--- src/rtl/ige_ram.sv ---
module ige_ram #(
    parameter int WIDTH = 8,
    parameter int DEPTH = 16,
    localparam int AW = (DEPTH > 1) ? $clog2(DEPTH) : 1
) (
    input  logic             clk,
    input  logic             we,
    input  logic [AW-1:0]    waddr,
    input  logic [WIDTH-1:0] wdata,
    input  logic [AW-1:0]    raddr,
    output logic [WIDTH-1:0] rdata
);

    logic [WIDTH-1:0] mem [DEPTH];

    always_ff @(posedge clk)
    begin
        if (we)
        begin
            mem[waddr] <= wdata;
        end
        rdata <= mem[raddr];
    end

endmodule

--- config.mk ---
export PLATFORM = sky130hd
export DESIGN_NAME = ige_ram
export DESIGN_NICKNAME = d
export VERILOG_FILES = /design/src/rtl/ige_ram.sv
export SDC_FILE = /design/constraint.sdc
export NUM_CORES = 1
export LEC_CHECK = 0
export BUFFER_PORTS_ARGS = -buffer_cell sky130_fd_sc_hd__buf_2
export CELL_PAD_IN_SITES_DETAIL_PLACEMENT = 1
export CELL_PAD_IN_SITES_GLOBAL_PLACEMENT = 1
export CORE_ASPECT_RATIO = 0.7
export CORE_MARGIN = 2
export CORE_UTILIZATION = 53
export DETAILED_ROUTE_END_ITERATION = 7
export GPL_TIMING_DRIVEN = 0
export HOLD_SLACK_MARGIN = 0.06
export PLACE_DENSITY = 0.77
export SYNTH_ARGS = -nofsm -noshare
export SYNTH_HDL_FRONTEND = slang
export SYNTH_SLANG_ARGS = --single-unit
--- constraint.sdc ---
create_clock -name clk -period 2.25 [get_ports clk]
set_input_delay 0.45 -clock clk [delete_from_list [all_inputs] [get_ports clk]]
set_output_delay 0.45 -clock clk [all_outputs]
set_load 0.01 [all_outputs]
-- Word-level counts from Yosys, hierarchy flattened
Memory sizes are Yosys's and may differ from the RTL's. A register that Yosys moved wholly into a read port is not among the register bits.
Cells that the tools add are included.
- multiplexer cells: 2
- operators with widths (kind ; count):
    $mux W1 ; 2
- flip-flop bits (word level): 0
- memory bits (writable): 128
- input bits: 18
- output and inout bits: 8
- logic and storage cells: 3
- memories kept: 1
- memories (memory ; depth ; bits a word ; rd ports ; clocked after memory_dff ; write ports ; line ; text):
    mem ; 16 ; 8 ; 1 ; 1 ; 1 ; 14 ; logic [WIDTH-1:0] mem [DEPTH];

-- Longest topological paths before layout
- word-level depth: 2
- mapped depth: 5
- depth with buffers taken out: 3

-- Worst setup path before layout
Ideal clock, no wire load.
- kind: input port to flip-flop
- start: in waddr[2]
- end: mem mem[0][0], enable pin
- setup time: 0.383 ns
- arrival time: 1.560 ns
- data required time: 1.867 ns
- setup slack: 0.307 ns
- stages: 2
- buffers on the path: 0
- cells stage by stage: or3b_2 nor3_1
- RTL lines (what ; line ; text):
    start: declaration ; 8 ; input logic [AW-1:0] waddr,
    end: declaration ; 14 ;
No word-level cell before the write port.

-- Worst setup path after layout
- start: in waddr[2]
- end: mem mem[8][6], enable pin
No word-level cell before the write port.

==> flow_metrics.tcl <==
set metrics [dict create \
    status "finished clean" \
    drt_drc_violations_left 0 \
    cts_buffer_depth 2 \
    fin_skew_ns 0.005276 \
    ys_warn_count 0 \
    htreeDepth 4 \
    drive_gt1_share_pct 28.77 \
    final_common_cell "edfxtp_1" \
    antenna_found_initial 0 \
    clk_pin_slew_ns 0.05 \
    rsz0062_at_grt "no" \
    nets 290 \
    place_hpwl_um 7047 \
    hold_slack_ns 0.4482 \
    setup-tns-final_ns 0 \
    post_cts_buffers 0 \
    synth.avg_cell_area_um2 22.48 \
    dr_wl_met3_um 744 \
    vdd_drop_max_mv 0.7454 \
    place_ws_ns -0.4077 \
    fin_crit_sh_pct 82.83 \
    synth.distinct_cells 19 \
    routed_wl_um 11250 \
    cp-startpoint "waddr[2]" \
    synth_seq_area_share_pct 77.78 \
    num_vias 2495 \
    grt_max_degree 17 \
    die_w_um 121.8 \
    critical_path.reg2reg.startpoint "mem[6][3]$_DFFE_PP_" \
    cts-resized-gates 0 \
    overflow 0 \
    fin_ws_ns 0.3864 \
    powerDensity_mw_per_mm2 991.2 \
    die_area_mm2 0.01053 \
    criticalPathCategory "in2reg" \
    vias_per_cell 6.041 \
    clk_latency_ns 0.41 \
    path_max_fanout 8 \
    grt_pass1_wl_um 16620 \
    relSlewSlack_pct 9.493 \
    ant_nets 0 \
    cts_tree "built" \
    n_antenna_cell 0 \
    drt-met1-wl_um 4950 \
    hold_path_depth 1 \
    postCtsHoldBufs 0 \
    ys_seq_elements 136 \
    fin_util_pct 63.15 \
    clockRootBuffer "clkbuf_16" \
    grt_use_total_pct 23.99 \
    wl_met2_um 5477 \
    gp_congestion 0.7068 \
    cp.arrival_ns 1.88 \
    post-route-min-period_ns 1.864 \
    startpoint_type "primary input" \
    row_count 30 \
    core-area_mm2 0.009572 \
    drv_cap 0 \
    wl_per_cell_um 27.24 \
    final-hold-violation-count 0 \
    finalSetupViolCount 0 \
    cts_buffers 17 \
    final_cell_mix "edfxtp_1 (128), buf_2 (27), mux4_2 (18)" \
    syn_inst 229 \
    cts.sinks 136 \
    worst_pin_slew_ns 1.347 \
    p_leak_nw 2.037 \
    area_delta_synth_final_pct 17.43 \
    min_path_type "in2reg" \
    finish.instance_area_mm2 0.006045 \
    cp-end-kind "flop" \
    worstRegToRegCells 3 \
    min_from "wdata[5]" \
    die_h_um 86.46 \
    drt-initial-drc-count 198 \
    fmax_mhz 536.6 \
    initial_utilization_pct 53.78 \
    top_layer_used "met4" \
    slew_violations 0 \
    placed_area_mm2 0.005428 \
    cp.required_ns 2.27 \
    syn-num-nets 247 \
    firstDrtPassIters 4 \
    synth_area_mm2 0.005147 \
    first_global_vias 2632 \
    portBuffers 24 \
    io_pins 26 \
]
## cells in the mapped netlist
cell / count / area [um2]
nor3_1: 4 / 20.02
a22oi_1: 16 / 120.1
nand3b_1: 2 / 15.01
buf_4: 1 / 7.510
nor2_1: 13 / 48.80
buf_2: 3 / 15.01
edfxtp_1: 128 / 3844
and2_1: 1 / 6.260
dfxtp_1: 8 / 160.2
mux4_1: 14 / 367.9
buf_6: 3 / 33.78
clkdlybuf4s25_2: 3 / 30.03
nand3_1: 1 / 5.000
nor2b_1: 1 / 6.260
nand2b_1: 2 / 12.51
mux4_2: 18 / 405.4
or3b_2: 1 / 8.760
and2b_1: 1 / 7.510
nand2_1: 9 / 33.78
## critical path, cell delays in order
cell and delay [ns]:
buf_2 0.12, nand3b_1 0.24, nor3_1 1.06
## state kept, by name, summed over array words and instances, names as in the netlist
signal	flops
rdata	8
mem	128
## stage by stage
step | std cells | total power, W
after detailed placement | 381 | 0.003186
final | 413 | 0.005991
after global routing | 413 | 0.006145
after floorplan | 229 | 0.003049
after global placement | 381 | 0.003169
after CTS | 413 | 0.006024
## metal layers
metal / up-vias / track usage, %
met5: - / 0
met4: 0 / 7.001
met3: 9 / 7.829
met2: 71 / 35.91
met1: 1353 / 34.40
li1: 1062 / -
## cell type report
cell class | instances | area, um2
clock buffer | 25 | 495.5
sequential | 136 | 4004
clock inverter | 7 | 116.4
timing repair buffer | 24 | 120.1
multi-input combinational | 83 | 1062
fill | 793 | 3527
tap | 128 | 160.2
buffer | 10 | 86.33
## worst paths after layout
kind	endpoint	slack (ns)
worst max register to register	rdata[3]$_DFF_P_	0.85
worst min register to register	rdata[1]$_DFF_P_	0.69
worst min-delay path	mem[7][5]$_DFFE_PP_	0.45
worst max-delay path	mem[8][6]$_DFFE_PP_	0.39
## report_power, final
| part | internal, W | switching [W] |
|---|---|---|
| registers | 0.00283 | 0.0000159 |
| clock network | 0.00186 | 0.000998 |
| logic | 0.000113 | 0.000171 |
## kinds of logic after synthesis
group                  count (synthesis)  synth area share, %
AO/OA/AOI/OAI                         16                2.334
multiplexers                          32                15.02
AND/OR/NAND/NOR                       35                3.184
flip-flops                           136                77.78
buffers and inverters                 10                1.677
Note: power is estimated with default switching activity, not from simulation.
