[config.mk]
export PLATFORM = sky130hd
export DESIGN_NAME = ige_xlgx
export DESIGN_NICKNAME = d
export VERILOG_FILES = /design/src/rtl/ige_pkg.sv /design/src/rtl/ige_xlgx.sv
export SDC_FILE = /design/constraint.sdc
export NUM_CORES = 2
export LEC_CHECK = 0
export ABC_AREA = 1
export BUFFER_PORTS_ARGS = -buffer_cell sky130_fd_sc_hd__buf_2
export CORE_AREA = 8 8 289 291
export DETAILED_ROUTE_END_ITERATION = 6
export DIE_AREA = 0 0 297 299
export PLACE_DENSITY = 0.76
export SYNTH_ARGS = -nofsm -noshare
export SYNTH_HDL_FRONTEND = slang
export SYNTH_SLANG_ARGS = --single-unit
export TNS_END_PERCENT = 20
[constraint.sdc]
create_clock -name clk -period 16.19 [get_ports clk]
set_input_delay 1.619 -clock clk [delete_from_list [all_inputs] [get_ports clk]]
set_output_delay 1.619 -clock clk [all_outputs]
set_load 0.05 [all_outputs]
[src/rtl/ige_pkg.sv]
package ige_pkg;

    localparam int DEF_NUM_VALUES  = 8;
    localparam int DEF_NUM_CLASSES = 8;
    localparam int DEF_MAX_ROWS    = 65536;

    localparam int CODE_W   = 3;
    localparam int OUT_W    = 18;
    localparam int ROWCNT_W = 17;
    localparam int FRAC_W   = 16;
    localparam int MANT_W   = 32;

    localparam logic [OUT_W-1:0] OUT_SAT = '1;

endpackage

[src/rtl/ige_xlgx.sv]
module ige_xlgx import ige_pkg::*; #(
    parameter int CNT_W = 17,
    localparam int POS_W = $clog2(CNT_W),
    localparam int LG_W  = POS_W + FRAC_W,
    localparam int LW    = CNT_W + LG_W
) (
    input  logic             clk,
    input  logic             rst_n,
    input  logic             start,
    input  logic [CNT_W-1:0] x,
    output logic             busy,
    output logic             done,
    output logic [LW-1:0]    result
);

    localparam logic [1:0] L_IDLE = 2'd0;
    localparam logic [1:0] L_SQ   = 2'd1;
    localparam logic [1:0] L_MUL  = 2'd2;
    localparam int ITER_W = $clog2(FRAC_W + 1);

    logic [1:0]          state_reg, state_next;
    logic [CNT_W-1:0]    x_reg;
    logic [POS_W-1:0]    pos_reg;
    logic [MANT_W-1:0]   m_reg, m_next;
    logic [FRAC_W-1:0]   frac_reg, frac_next;
    logic [ITER_W-1:0]   iter_reg;
    logic                done_reg;
    logic [LW-1:0]       result_reg;
    logic [POS_W-1:0]    lead;
    logic [CNT_W+MANT_W-2:0] norm;
    logic [2*MANT_W-1:0] sq;
    logic [MANT_W:0]     sq_top;

    // leading one position
    always_comb
    begin
        lead = '0;
        for (int k = 0; k < CNT_W; k++)
        begin
            if (x[k])
            begin
                lead = POS_W'(k);
            end
        end
    end

    assign norm   = {x, {(MANT_W-1){1'b0}}} >> lead;
    assign sq     = m_reg * m_reg;
    assign sq_top = sq[2*MANT_W-1:MANT_W-1];

    always_comb
    begin
        if (sq_top[MANT_W])
        begin
            m_next    = sq_top[MANT_W:1];
            frac_next = {frac_reg[FRAC_W-2:0], 1'b1};
        end
        else
        begin
            m_next    = sq_top[MANT_W-1:0];
            frac_next = {frac_reg[FRAC_W-2:0], 1'b0};
        end
    end

    always_comb
    begin
        state_next = state_reg;
        case (state_reg)
            L_IDLE:
            begin
                if (start && (x != '0))
                begin
                    state_next = L_SQ;
                end
            end
            L_SQ:
            begin
                if (iter_reg == ITER_W'(FRAC_W - 1))
                begin
                    state_next = L_MUL;
                end
            end
            L_MUL:   state_next = L_IDLE;
            default: state_next = L_IDLE;
        endcase
    end

    always_ff @(posedge clk or negedge rst_n)
    begin
        if (!rst_n)
        begin
            state_reg <= L_IDLE;
            done_reg  <= 1'b0;
        end
        else
        begin
            state_reg <= state_next;
            done_reg  <= ((state_reg == L_IDLE) && start && (x == '0)) ||
                         (state_reg == L_MUL);
        end
    end

    always_ff @(posedge clk)
    begin
        case (state_reg)
            L_IDLE:
            begin
                x_reg      <= x;
                pos_reg    <= lead;
                m_reg      <= norm[MANT_W-1:0];
                frac_reg   <= '0;
                iter_reg   <= '0;
                result_reg <= '0;
            end
            L_SQ:
            begin
                m_reg    <= m_next;
                frac_reg <= frac_next;
                iter_reg <= iter_reg + 1'b1;
            end
            L_MUL:
            begin
                result_reg <= LW'(x_reg) * LW'({pos_reg, frac_reg});
            end
            default:
            begin
                iter_reg <= '0;
            end
        endcase
    end

    assign busy   = (state_reg != L_IDLE);
    assign done   = done_reg;
    assign result = result_reg;

endmodule

### After elaboration in Yosys (flattened, before gate mapping)

Index checks and enable logic that the tools add are counted.
W data, S select, Z words.

* word-level logic and storage cells: 53
* register bits after elaboration: 116
* bits of input ports: 20

* shift operators: 1
* add/sub/neg operators: 1
* eq/ne operators: 5
* reductions and logical operators: 11
* multiply operators: 2
* muxes and demuxes: 25

Operators with widths (number)
* $pmux W38 S2: 1
* $mux W5: 14
* $mul A32 B32 Y64: 1
* $pmux W32 S2: 1
* $shr A48 B5 Y32: 1
* $mul A17 B21 Y38: 1
* $mux W32: 1
* $pmux W16 S2: 1
* $logic_not A17 Y1: 1
* $reduce_bool A17 Y1: 1
* $pmux W5 S2: 1
* $mux W2: 3
* $reduce_bool A2 Y1: 3
* $add A5 B1 Y5 const B: 1
* $eq A5 B4 Y1 const B: 1
* $ne A2 B2 Y1 const B: 2
* $pmux W2 S2: 1
* $logic_and A1 B1 Y1: 3
* $eq A2 B1 Y1 const B: 1
* $eq A2 B2 Y1 const B: 1
* $logic_not A2 Y1: 1
* $mux W1: 2
* $reduce_and A2 Y1: 1
* $logic_or A1 B1 Y1: 1

### Depth between registers and ports, before layout

* depth after elaboration: 18
* depth in mapped cells: 37
* gate-level depth less buffers: 34

### Worst setup path after synthesis

No wires, ideal clock.

* path type: register -> register
* start point: reg m_reg[14]
* end point: reg m_reg[15], data pin
* path buffers: 4
* clock period less this slack: 7251 ps
* cell stages (with the launch flop): 34
* path slack: 8939 ps
* arrival time: 6993 ps
* data required time: 15932 ps
* setup time: 258 ps
* cell sequence: edfxtp_1 > clkbuf_1 > clkbuf_1 > nand2_1 > fa_1 > inv_1 > fa_1 > inv_1 > fa_1 > fa_1 > inv_1 > fa_1 > inv_1 > fa_1 > inv_1 > fa_1 > fa_1 > ha_1 > nand2_1 > nand2_1 > a31oi_1 > nor2_1 > nor2_1 > nor2_1 > nor2_1 > nand2_2 > nand2_2 > nand2_2 > nand2_2 > nand2_2 > buf_6 > buf_8 > o211ai_2 > nand2_1

* longest elaborated chain between the ends: 3

Ends and longest elaborated chain
* start: declaration: RTL line ige_xlgx.sv:24 `logic [MANT_W-1:0] m_reg, m_next;`
* start signal: assignment: RTL line ige_xlgx.sv:110 `m_reg <= norm[MANT_W-1:0];`
* start signal: assignment: RTL line ige_xlgx.sv:117 `m_reg <= m_next;`
* $mul A32 B32 Y64: RTL line ige_xlgx.sv:48 `assign sq = m_reg * m_reg;`
* $mux W32: RTL line ige_xlgx.sv:53 `if (sq_top[MANT_W])`
* $pmux W32 S2: RTL line ige_xlgx.sv:105 `case (state_reg)`

Every way passes these cells.
A chain may end at the register's enable or synchronous reset.

### Final worst setup path

* start point: reg m_reg[13]
* end point: reg m_reg[27], data pin

The elaborated chain is that of the path after synthesis.

==> impl_metrics.ini <==
[outcome]
status = finished clean

[clocking]
tritoncts = built
cts_setup_buffers = 0
postCtsHoldBufs = 0
htreeDepth = 4
cts-buffers-inserted = 17
post_cts_resized = 0
clk_pin_slew_ns = 0.07
cts_sinks = 115
worstSkewPairLatency_ns = 0.44
cts_root_buf = clkbuf_16
clock_path_buffers = 2

[detailed_routing]
routed.top_layer = met4
viasPerCell = 5.36
wl_um = 121000
drt-pass1-iter-count = 6
route.met3.wl_um = 8630
num_vias = 35538
wire_per_inst_um = 18.3
m1WireLength_um = 46700
drc = 0
met2_length_um = 60500
ant_nets = 0
drt_iter0_drc = 2763

[final_layout]
drive_above_1_share_pct = 3.52
post-route-util_pct = 61.9
largest_reg_flops = 38
syn_to_final_growth_pct = 3.74
nets = 7068
final_cell_mix = 1,756 x inv_1, 1,161 x nand2_1, 1,075 x fa_1
final_common_cell = inv_1

[sta]
setup_viol = 0
fin_crit_sh_pct = 53.1
totalNegativeSetupSlack_ns = 0
drv_slew = 0
slew_headroom_pct = 26.0
rsz0062_at_grt = no
hold_ws_ns = 0.604
layout_min_cycle_time_ns = 8.60
skew_ns = 0.0203
hold_viol = 0
worst-slew-pin-transition_ns = 1.11
fmax_mhz = 116

[critical_path]
end_kind = flop
setup.worst_path.start_class = flop
cp.arrival_ns = 8.78
ff2ff_setup_slack_ns = 7.59
critical_path_required_ns = 16.37
cp_slowest_cell = edfxtp_1
cp_common_cell = fa_1
max_stage_delay_ns = 1.00
crit_fanout = 20
reg2regPathDepth = 33
path_class = reg2reg
r2r_end = m_reg[27]
r2r-start = m_reg[13]

[synth]
synth_edf_count = 112
synth_top_area_share_pct = 45.9
synth.area.top_cells = fa_1 46%, inv_1 14%, ha_1 11%
ys_ff_latch = 115
ys_async_sr_fraction_pct = 2.61
yosysSeqAreaShare_pct = 7.33
synth_area_um2 = 46900
synth_warnings = 0
yosysUniqueCellTypes = 55
yosysTopAreaCell = fa_1
syn_avg_cell_area_um2 = 8.32
synthCells = 5639
syn-num-nets = 7147
dominantRegCellSynth = edfxtp_1

[hold_path]
holdPathStages = 1
min_from = iter_reg[0]
whs_endpoint = iter_reg[0]
worstHoldPathType = reg2reg

[floorplan]
fp.dieH_um = 299
die_area_um2 = 88800
core.rowCount = 103
chipWidth_um = 297
core_area_um2 = 78600
initial_core_util_pct = 59.7
io_pins = 60

[placement]
dp_hpwl_um = 97400
place.gp.congestion = 0.997
portBuffers = 59

[flow_run]
drv_cap = 0

[grt]
gr-usage-all-layers_pct = 28.1
grt_pass1_vias = 39054
grt_max_degree = 50
overflow = 0
antenna_found_initial = 8
grt_pass1_wl_um = 201000
[synth_stat cells, types with 4 or more instances]
| cell type | n |
|---|---|
| a21boi_0 | 7 |
| a21o_1 | 17 |
| a21oi_1 | 146 |
| a221oi_1 | 6 |
| a31o_2 | 6 |
| a31oi_1 | 19 |
| buf_1 | 7 |
| buf_2 | 4 |
| clkbuf_1 | 182 |
| edfxtp_1 | 112 |
| fa_1 | 1075 |
| ha_1 | 413 |
| inv_1 | 1758 |
| inv_2 | 13 |
| nand2_1 | 1161 |
| nand2_2 | 12 |
| nand3_1 | 148 |
| nand3b_1 | 7 |
| nand4_1 | 18 |
| nor2_1 | 221 |
| nor2_2 | 9 |
| nor3_1 | 13 |
| nor4_1 | 6 |
| o211ai_1 | 6 |
| o21a_1 | 15 |
| o21ai_0 | 87 |
| o21ai_1 | 19 |
| o21bai_1 | 25 |
| o22ai_1 | 4 |
| or2_2 | 7 |
| xnor2_1 | 31 |
| xor2_1 | 49 |
[area by class of cell]
type                       instances  area [um2]
sequential                       115        3440
fill                            6680       29900
multi-input combinational       3552       36100
clock inverter                    15         173
inverter                        1772        6650
timing repair buffer             102         618
antenna                            8        20.0
tap                             1050        1310
clock buffer                      17         425
[worst max-delay path, delay by kind of cell (launching register included)]
family | cells | cell delay (ns)
compound gates | 3 | 0.51
simple gates | 15 | 1.86
buf+inv | 5 | 0.66
flops | 1 | 1.00
xor+xnor | 1 | 0.20
fa+ha+maj | 9 | 4.06
[cell families after synthesis]
group,count (synthesis),share of synthesized area (%)
AND/OR/NAND/NOR,1607,13.7
buffers and inverters,1972,15.9
AO/OA/AOI/OAI,377,4.77
flip-flops,115,7.33
adder cells (fa/ha/maj),1488,56.9
XOR/XNOR,80,1.49
[through the flow]
step                      worst slack, ns  area, um2  instances
after floorplan                      8.94      46900       5639
after global placement               7.79      48100       6591
after detailed placement             7.68      48100       6591
after CTS                            7.66      48700       6623
after global routing                 7.19      48700       6631
final                                7.59      48700       6631
[how the worst max path moves through the flow]
stage,start,to,slack (ns),depth (start not counted)
2_1_floorplan,m_reg[14],m_reg[15],8.94,33
6_report,m_reg[13],m_reg[27],7.59,33
5_1_grt,m_reg[13],m_reg[27],7.19,33
3_5_place_dp,m_reg[13],m_reg[27],7.68,33
4_1_cts,m_reg[13],m_reg[27],7.66,33
3_3_place_gp,m_reg[13],m_reg[27],7.79,33
[per-layer routing]
layer | vias up | global-route usage (%)
li1 | 16060 | -
met1 | 17726 | 35.7
met2 | 1426 | 48.3
met3 | 326 | 4.07
met4 | 0 | 11.3
met5 | - | 0
Power is not shown: default switching activity piles up to over one toggle a cycle in this logic, so the estimate is an artifact.
