## config.mk

```make
export PLATFORM = sky130hd
export DESIGN_NAME = ige_div
export DESIGN_NICKNAME = d
export VERILOG_FILES = /design/src/rtl/ige_pkg.sv /design/src/rtl/ige_div.sv
export SDC_FILE = /design/constraint.sdc
export NUM_CORES = 1
export LEC_CHECK = 0
export ABC_AREA = 1
export ABC_CLOCK_PERIOD_IN_PS = 5140
export BUFFER_PORTS_ARGS = -buffer_cell sky130_fd_sc_hd__buf_4
export CORE_MARGIN = 5
export CORE_UTILIZATION = 59
export CTS_BUF_LIST = sky130_fd_sc_hd__clkbuf_16
export CTS_CLUSTER_SIZE = 14
export DETAILED_ROUTE_END_ITERATION = 10
export PLACE_DENSITY = 0.8
export SLEW_MARGIN = 20
export SYNTH_ARGS = -nofsm -noshare
export SYNTH_HDL_FRONTEND = slang
export SYNTH_SLANG_ARGS = --single-unit
```

## constraint.sdc

```tcl
create_clock -name clk -period 5.14 [get_ports clk]
set_input_delay 1.542 -clock clk [delete_from_list [all_inputs] [get_ports clk]]
set_output_delay 1.542 -clock clk [all_outputs]
set_load 0.1 [all_outputs]
```

## src/rtl/ige_pkg.sv

```systemverilog
package ige_pkg;

    localparam int DEF_NUM_VALUES  = 8;
    localparam int DEF_NUM_CLASSES = 8;
    localparam int DEF_MAX_ROWS    = 65536;

    localparam int CODE_W   = 3;
    localparam int OUT_W    = 18;
    localparam int ROWCNT_W = 17;
    localparam int FRAC_W   = 16;
    localparam int MANT_W   = 32;

    localparam logic [OUT_W-1:0] OUT_SAT = '1;

endpackage

```

## src/rtl/ige_div.sv

```systemverilog
module ige_div import ige_pkg::*; #(
    parameter int NUM_W = 40,
    parameter int DEN_W = 17
) (
    input  logic             clk,
    input  logic             rst_n,
    input  logic             start,
    input  logic [NUM_W-1:0] num,
    input  logic [DEN_W-1:0] den,
    output logic             done,
    output logic [OUT_W-1:0] quot
);

    localparam logic [1:0] D_IDLE = 2'd0;
    localparam logic [1:0] D_RUN  = 2'd1;
    localparam logic [1:0] D_FIN  = 2'd2;
    localparam int CW = $clog2(NUM_W + 1);

    logic [1:0]       state_reg;
    logic [NUM_W-1:0] num_reg;
    logic [NUM_W-1:0] q_reg;
    logic [DEN_W-1:0] den_reg;
    logic [DEN_W-1:0] rem_reg;
    logic [CW-1:0]    cnt_reg;
    logic             done_reg;
    logic [OUT_W-1:0] quot_reg;
    logic [DEN_W:0]   trial;
    logic             fits;

    assign trial = {rem_reg, num_reg[NUM_W-1]};
    assign fits  = (trial >= {1'b0, den_reg});

    always_ff @(posedge clk or negedge rst_n)
    begin
        if (!rst_n)
        begin
            state_reg <= D_IDLE;
            done_reg  <= 1'b0;
        end
        else
        begin
            done_reg <= (state_reg == D_FIN);
            case (state_reg)
                D_IDLE:
                begin
                    if (start)
                    begin
                        state_reg <= D_RUN;
                    end
                end
                D_RUN:
                begin
                    if (cnt_reg == CW'(NUM_W - 1))
                    begin
                        state_reg <= D_FIN;
                    end
                end
                D_FIN:
                begin
                    state_reg <= D_IDLE;
                end
                default: state_reg <= D_IDLE;
            endcase
        end
    end

    always_ff @(posedge clk)
    begin
        case (state_reg)
            D_IDLE:
            begin
                num_reg <= num;
                den_reg <= den;
                rem_reg <= '0;
                q_reg   <= '0;
                cnt_reg <= '0;
            end
            D_RUN:
            begin
                num_reg <= {num_reg[NUM_W-2:0], 1'b0};
                q_reg   <= {q_reg[NUM_W-2:0], fits};
                rem_reg <= fits ? DEN_W'(trial - {1'b0, den_reg}) : trial[DEN_W-1:0];
                cnt_reg <= cnt_reg + 1'b1;
            end
            D_FIN:
            begin
                quot_reg <= (|q_reg[NUM_W-1:OUT_W]) ? OUT_SAT : q_reg[OUT_W-1:0];
            end
            default:
            begin
                cnt_reg <= '0;
            end
        endcase
    end

    assign done = done_reg;
    assign quot = quot_reg;

endmodule

```

After elaboration in Yosys (flattened, before gate mapping):

Cells that the tools add are included.

* register bits after elaboration: 141
* output and inout bits: 19
* logic and storage cells: 28

* add/sub/neg operators: 2
* order comparisons: 1
* equality and inequality tests: 5
* mux-type cells: 8
* reduce and logical (&&, ||, !) cells: 4

Operators by type and width (count)
* $pmux W40 S2: 2
* $pmux W17 S2: 1
* $reduce_or A22 Y1: 1
* $ge A18 B17 Y1: 1
* $mux W17: 1
* $sub A17 B17 Y17: 1
* $pmux W6 S2: 1
* $add A6 B1 Y6 const B: 1
* $eq A6 B6 Y1 const B: 1
* $mux W2: 2
* $ne A2 B2 Y1 const B: 2
* $pmux W2 S2: 1
* $eq A2 B1 Y1 const B: 1
* $eq A2 B2 Y1 const B: 1
* $logic_not A2 Y1: 1
* $reduce_and A2 Y1: 1
* $reduce_bool A2 Y1: 1

Longest topological paths before layout:

Gate-level depths: netlist of the first run.

* depth in word-level cells: 3
* mapped depth: 14
* mapped depth without buffers: 14

Least setup slack after synthesis of the first run:

OpenSTA, ideal clock, no wires.

* kind: reg-to-reg
* start: register state_reg[1]
* end: register cnt_reg[0] (enable)
* setup time: 0.336 ns
* arrival time: 3.606 ns
* required time: 4.804 ns
* slack: 1.199 ns
* cell stages (with the launch flop): 4
* clock period less this slack: 3.941 ns
* path through: dfrtp_1 inv_1 nor2_1 inv_1

* word-level cells in the longest chain between the ends: 1

RTL lines
* start: declaration: RTL line ige_div.sv:19 `logic [1:0] state_reg;`
* start signal: assignment: RTL line ige_div.sv:37 `state_reg <= D_IDLE;`
* start signal: assignment: RTL line ige_div.sv:48 `state_reg <= D_RUN;`
* start signal: assignment: RTL line ige_div.sv:55 `state_reg <= D_FIN;`
* $eq A2 B2 Y1: RTL line ige_div.sv:69 `case (state_reg)`
* end signal: assignment: RTL line ige_div.sv:83 `cnt_reg <= cnt_reg + 1'b1;`
* end: declaration: RTL line ige_div.sv:24 `logic [CW-1:0] cnt_reg;`

No other way between the ends.
A chain may end at the register's enable or synchronous reset.

Worst setup path in the final report of the first run:

* start: register quot_reg[15] (netlist: quot[15])
* end: output port quot[15]

RTL lines
* start: declaration: RTL line ige_div.sv:26 `logic [OUT_W-1:0] quot_reg;`
* start signal: assignment: RTL line ige_div.sv:87 `quot_reg <= (|q_reg[NUM_W-1:OUT_W]) ? OUT_SAT : q_reg[OUT_W-1:0];`
* end: declaration: RTL line ige_div.sv:11 `output logic [OUT_W-1:0] quot`

No word-level cell between the ends.

==> results by group, run 1 <==
Status
  • Status: finished, final reports clean

Setup path
  • Crit path kind: flip-flop to output port
  • Crit start category: flip-flop
  • RR Startpoint: rem_reg[13]$_SDFFCE_PN0P_
  • Worst path bufs/invs: 1
  • Critical Path Sink Type: output port
  • Slowest CP cell: edfxtp_1
  • Setup crit start: quot[15]$_SDFFCE_PP1P_
  • Crit-path leading delay family: flip-flops
  • Worst-path maximum fanout: 1
  • Worst EP required: 3.60 ns
  • Crit-path cells: buf_4
  • Data arrival, critical path: between 1 and 1.5 ns
  • Slowest cell delay on critical path: 0.34 ns

CTS
  • CTS Buf Count: 17
  • Clk_lat worst skew: 0.41 ns
  • Clock Tree Root: clkbuf_16
  • Clock buffer depth: 2
  • CTS resizes: 0
  • H-tree levels: 4
  • Reg clk slew, reported paths: about 0.060 ns
  • Post-CTS Setup Inserts: 0
  • # hold bufs at CTS: 0
  • CTS tree: done
  • Clock sinks: roughly 140

STA
  • Clk_skew: between 0.006 and 0.007 ns
  • Post-layout min period: 2.59 ns
  • RSZ-0062 raised after global routing: false
  • Endpoints failing setup: 0
  • Setup TNS: 0 ns
  • Achievable Freq: 0.387 GHz
  • Relative slew slack: between 40 and 50%
  • Final Cycle Share: 50.3%
  • Hold Violations, Final: 0
  • Slew Limit Fails: 0
  • Worst-margin pin slew: 0.847 ns
  • Final worst slack: between 2 and 3 ns

Placed design
  • Placed Area: 7560 um2
  • Pre-CTS setup slack: 2.71 ns
  • Port bufs: 78
  • Routability cong.: 0.906
  • Detail Placement HPWL: a little under 9000 um

Run
  • Max-cap violations: 0

Routing
  • Vias/cell: 5.03
  • Routed WL: 13,200 um
  • DRT Pass-1 Iters: 6
  • Post-route ant nets: 0
  • # DRC: 0
  • Vias: 4,865
  • Drt wl/cell: approximately 14 um
  • 1st-iter DRT viols: 392

Yosys
  • Post-synth EDFFs: 138
  • Syn_area_per_cell: 9.37 um2
  • Synth Flop Type: edfxtp_1
  • Top cell type's share of synthesized area: 60.4%
  • Post-synth top area cell: edfxtp_1
  • Synth warn: 0
  • Ys async rst share: 2.13%
  • Mapped Cells: between 700 and 800
  • Mapped Area: ~6900 um2
  • Yosys reg bits: 141
  • Synth area leaders: edfxtp_1 (60%), nand2_1 (14%), inv_1 (6.6%), nor2_1 (5.2%), ha_1 (3.3%)
  • Post-Syn Nets: approximately 800
  • Cell variety after synth: 30
  • Most numerous cell in the Yosys netlist: nand2_1
  • Sequential fraction of the synthesis area: 61.5%
  • Synth cell count leaders: nand2_1 (261), edfxtp_1 (138), inv_1 (120)

Final layout
  • Fillers: 857
  • Reg area: 4220 um2
  • Ratio of cells with drive above 1 in the final layout: 14.9%
  • Final net count: 894
  • Area Growth Syn to Fin: 17.7%
  • Final Instance Area: 8070 um2
  • Diode count: 0
  • Multi-input logic area: 2080 um2

GRT
  • Met3 Usage GRT: 6.39%
  • First-pass GRT wire length: approximately 22,000 um
  • Largest net degree at the start of global routing: 66
  • Gr usage total: 19.6%
  • Most used routing layer in global routing: met2
  • Initial antenna violation count: 0
  • Grt ovf: 0
  • Met1 Usage GRT: 25.0%
  • M2 GR Usage: 31.9%
  • Vias in the first global route: 4,752

Floorplan
  • Initial core utilization: 60.1%
  • Height of the die: 118 um
  • Core area: ~11,000 um2
  • FP Rows: 39
  • Total die area: roughly 14,000 um2
  • Die Width: between 100 and 150 um
  • Io pins: roughly 80

Worst hold path
  • Worst hold path type: flip-flop to flip-flop
  • Hold Startpoint: num_reg[22]$_DFFE_PP_

Pwr
  • Worst vdd ir: 426 uV
  • Power per cell area: 650 nW/um2
  • Pleak: 3.93 nW
==> layout make-up <==
cell class              count  area share, %
repair buffers             83           7.72
clock buffers              17           5.27
multi-input cells         451           25.8
well taps                 143           2.22
inverters                 121           5.64
flip-flops and latches    141           52.3
clock inverters            12           1.08
==> report_power, final <==
group          switching (W)  leakage [nW]  total [W]  internal, W
clock network       0.000438         0.264    0.00108     0.000644
registers           0.000153          1.52    0.00208      0.00193
logic                0.00137          2.14    0.00209     0.000714
==> path summary, 6_finish.rpt <==
kind	endpoint	slack (ns)	depth (start not counted)
min in group asynchronous	done$_DFF_PN0_	0.91	1
min reg2reg	num_reg[23]$_DFFE_PP_	0.52	2
max reg2reg	rem_reg[16]$_SDFFCE_PN0P_	2.64	13
max	quot[15]	2.55	1
max in group asynchronous	state_reg[0]$_DFFE_PN0P_	4.13	1
min	num_reg[23]$_DFFE_PP_	0.52	2
==> layout by cell type (no fill, tap or decap), types with 4 or more instances in the layout <==
master | synthesis | final
nand3_1 | 18 | 18
nand2_2 | 4 | 4
a21oi_1 | 9 | 9
ha_1 | 18 | 18
clkbuf_16 | 0 | 17
edfxtp_1 | 138 | 138
nor2_1 | 95 | 94
inv_1 | 120 | 122
nand4_1 | 7 | 7
buf_4 | 2 | 83
nand2_1 | 261 | 261
nand3b_1 | 9 | 9
xor2_1 | 6 | 6
==> layer usage <==
layer,vias up,share of wire (%)
met1,2228,43
li1,2469,-
met4,0,1.5
met3,18,7.2
met2,150,49
met5,-,0
==> logic make-up after synthesis <==
logic type               count (synthesis)  synth area share, %
AO/OA/AOI/OAI                           12                0.930
XOR/XNOR                                 8                 1.02
adder cells (fa/ha/maj)                 19                 3.58
buffers and inverters                  140                 8.23
flip-flops                             141                 61.5
AND/OR/NAND/NOR                        412                 24.7
==> per-stage QoR <==
step                total power (W)  hold slack [ns]  util, %  cells
finish                      0.00525            0.519     70.7    968
global route                0.00569            0.542     70.7    968
CTS                         0.00527            0.523     70.7    968
detailed placement          0.00416            0.509     66.2    939
global placement            0.00408            0.503     66.2    939
floorplan                   0.00370            0.492        -    732
Note: power is estimated with default switching activity, not from simulation.
==> run 2, diff against run 1 <==
--- a/config.mk
+++ b/config.mk
@@ -6,7 +6,7 @@
 export NUM_CORES = 1
 export LEC_CHECK = 0
 export ABC_AREA = 1
-export ABC_CLOCK_PERIOD_IN_PS = 5140
+export ABC_CLOCK_PERIOD_IN_PS = 2400
 export BUFFER_PORTS_ARGS = -buffer_cell sky130_fd_sc_hd__buf_4
 export CORE_MARGIN = 5
 export CORE_UTILIZATION = 59
==> constraint.sdc (replaced) <==
create_clock -name clk -period 2.4 [get_ports clk]
set_input_delay 0.72 -clock clk [delete_from_list [all_inputs] [get_ports clk]]
set_output_delay 0.72 -clock clk [all_outputs]
set_load 0.1 [all_outputs]
==> run 2 against run 1 <==
  * Die area did not move
  * Sequential share of layout area decreased by 0.70 points
  * Core utilization rose by 0.96 points
==> results by group, run 2 (synthesis results as in run 1) <==
Status
  • Status: finished, final reports clean

STA
  • Post-layout min period: 2.22 ns
  • Relative slew slack: 51.2% (+7.7 points)
  • Slew Limit Fails: 0 (unchanged)
  • Hold Violations, Final: 0 (unchanged)
  • Worst-margin pin slew: 0.732 ns (-0.115 ns)
  • RSZ-0062 raised after global routing: false
  • Final Cycle Share: 92.4%
  • Setup TNS: 0 ns (unchanged)
  • Achievable Freq: 0.451 GHz
  • Clk_skew: 0.00752 ns (+0.000982 ns)
  • Endpoints failing setup: 0 (unchanged)
  • Final worst slack: 0.183 ns (-2.37 ns)

Routing
  • Max layer used: met4
  • Vias: 4,958 (+1.9%)
  • DRT Pass-1 Iters: 5 (-1)
  • Met3 Wirelength: 1070 um (+12%)
  • 1st-iter DRT viols: 452 (+15%)
  • Met1 WL: 5650 um (+0.34%)
  • Drt wl/cell: 14.2 um (+3.8%)
  • Post-route ant nets: 0 (unchanged)
  • Vias/cell: 5.08 (+1.1%)
  • Routed WL: 13,800 um (+4.6%)
  • Met2 Wirelength: 6790 um (+5.8%)
  • # DRC: 0 (unchanged)

Run
  • Max-cap violations: 0 (unchanged)

Setup path
  • RR Startpoint: rem_reg[9]$_SDFFCE_PN0P_
  • Worst-path maximum fanout: 16 (+15)
  • R2R cell count: 10 (-3)
  • Crit start category: flip-flop
  • Crit path kind: flip-flop to flip-flop
  • Critical Path Sink Type: flip-flop
  • Worst R2R End: rem_reg[8]$_SDFFCE_PN0P_
  • Data arrival, critical path: 2.40 ns (+1.36 ns)
  • R2R Setup Slk: 0.18 ns (-2.46 ns)
  • Worst EP required: 2.58 ns (-1.02 ns)

GRT
  • Vias in the first global route: 4,907 (+3.3%)
  • Initial antenna violation count: 0 (unchanged)
  • Grt ovf: 0 (unchanged)
  • Largest net degree at the start of global routing: 62 (-6.1%)
  • First-pass GRT wire length: 22,800 um (+3.3%)
  • Gr usage total: 20.5% (+0.95 points)

Placed design
  • Detail Placement HPWL: 9620 um (+8.6%)
  • Placed cell count: 944 (+0.53%)
  • Routability cong.: 0.934 (+3.1%)
  • Pre-CTS setup slack: 0.239 ns (-2.47 ns)
  • Port bufs: 78 (unchanged)
  • Placed Area: 7620 um2 (+0.86%)

Floorplan
  • FP Rows: 39 (unchanged)
  • Total die area: 13,900 um2 (unchanged)
  • Core area: 11,400 um2 (unchanged)
  • Io pins: 79 (unchanged)
  • Die Width: 118 um (unchanged)
  • Height of the die: 118 um (unchanged)
  • Initial core utilization: 60.1% (unchanged)

CTS
  • Clock buffer depth: 2 (unchanged)
  • Clock sinks: 141 (unchanged)
  • Clock Tree Root: clkbuf_16
  • H-tree levels: 4 (unchanged)
  • Post-CTS Setup Inserts: 0 (unchanged)
  • # hold bufs at CTS: 0 (unchanged)
  • CTS tree: done
  • Clk_lat worst skew: 0.42 ns (about the same)
  • Reg clk slew, reported paths: 0.06 ns (about the same)
  • CTS resizes: 0 (unchanged)
  • CTS Buf Count: 17 (unchanged)

Final layout
  • Diode count: 0 (unchanged)
  • Most common cell after layout, fill and taps aside: nand2_1
  • Most frequent cells in the layout: nand2_1 (261), edfxtp_1 (138), inv_1 (121)
  • Area Growth Syn to Fin: 19.3%
  • Final Instance Area: 8180 um2 (+1.4%)
  • Final net count: 899 (+0.56%)
  • Fillers: 848 (-1.1%)
  • Reg area: 4220 um2 (unchanged)
  • Fin util: 71.7% (+0.96 points)
  • Ratio of cells with drive above 1 in the final layout: 15.8% (+0.94 points)
  • Post-Layout Cell Count: 976 (+0.83%)
  • Multi-input logic area: 2080 um2 (unchanged)

Pwr
  • Power per cell area: 1420 nW/um2 (+120%)
  • Pleak: 3.97 nW (+1.1%)
  • Worst vdd ir: 881 uV (+110%)

Worst hold path
  • Worst hold path type: input port to asynchronous set/reset pin
## run 2: cell count changes in the layout (fill, tap and decap cells not counted), moves of 2 or more
cell,before,now
clkinvlp_4,1,4
inv_6,0,2
clkinv_4,2,0
buf_12,0,2
buf_4,83,86
## run 2: how the worst max path moves through the flow
stage	cells past startpoint	slack (ns)	end	start
4_1_cts	12	0.23	rem_reg[16]$_SDFFCE_PN0P_	num_reg[39]$_DFFE_PP_
3_5_place_dp	14	0.24	rem_reg[16]$_SDFFCE_PN0P_	num_reg[39]$_DFFE_PP_
2_1_floorplan	3	-0.99	cnt_reg[0]$_SDFFCE_PN0N_	state_reg[1]$_DFFE_PN0P_
3_3_place_gp	12	0.32	rem_reg[13]$_SDFFCE_PN0P_	num_reg[39]$_DFFE_PP_
6_report	10	0.18	rem_reg[8]$_SDFFCE_PN0P_	rem_reg[9]$_SDFFCE_PN0P_
5_1_grt	10	0.03	rem_reg[8]$_SDFFCE_PN0P_	rem_reg[8]$_SDFFCE_PN0P_
## run 2: worst max-delay path, cell delays in order (launching register included)
cell and delay [ns]:
edfxtp_1 0.42, ha_1 0.38, nand2_1 0.12, nor2_2 0.17, nand2_1 0.12, nor3_2 0.16, nor2_2 0.08, nand2_4 0.18
inv_2 0.13, nor2_1 0.16, nor2_1 0.06
## run 2: metal layers
layer / vias to the layer above / GRT usage [%]
met2: 167 / 32.9
met4: 0 / 9.18
li1: 2485 / -
met5: - / 0
met3: 32 / 6.30
met1: 2274 / 25.7
## run 2: final cells by class
class | count | area share (%)
clock buffers | 17 | 5.20
clock inverters | 15 | 1.62
repair buffers | 88 | 8.38
multi-input cells | 451 | 25.5
inverters | 121 | 5.60
well taps | 143 | 2.19
flip-flops and latches | 141 | 51.6
## run 2: power by group
part	switching, W	internal (W)
combinational	0.00306	0.00163
clock	0.000992	0.00150
sequential	0.000326	0.00413
total	0.00438	0.00726
## run 2: through the flow
| stage | hold slack [ns] | total power [W] |
|---|---|---|
| CTS | 0.0598 | 0.0117 |
| detailed placement | 0.508 | 0.00913 |
| finish | 0.0687 | 0.0116 |
| floorplan | 0.424 | 0.00793 |
| global route | 0.0577 | 0.0125 |
| global placement | 0.500 | 0.00890 |
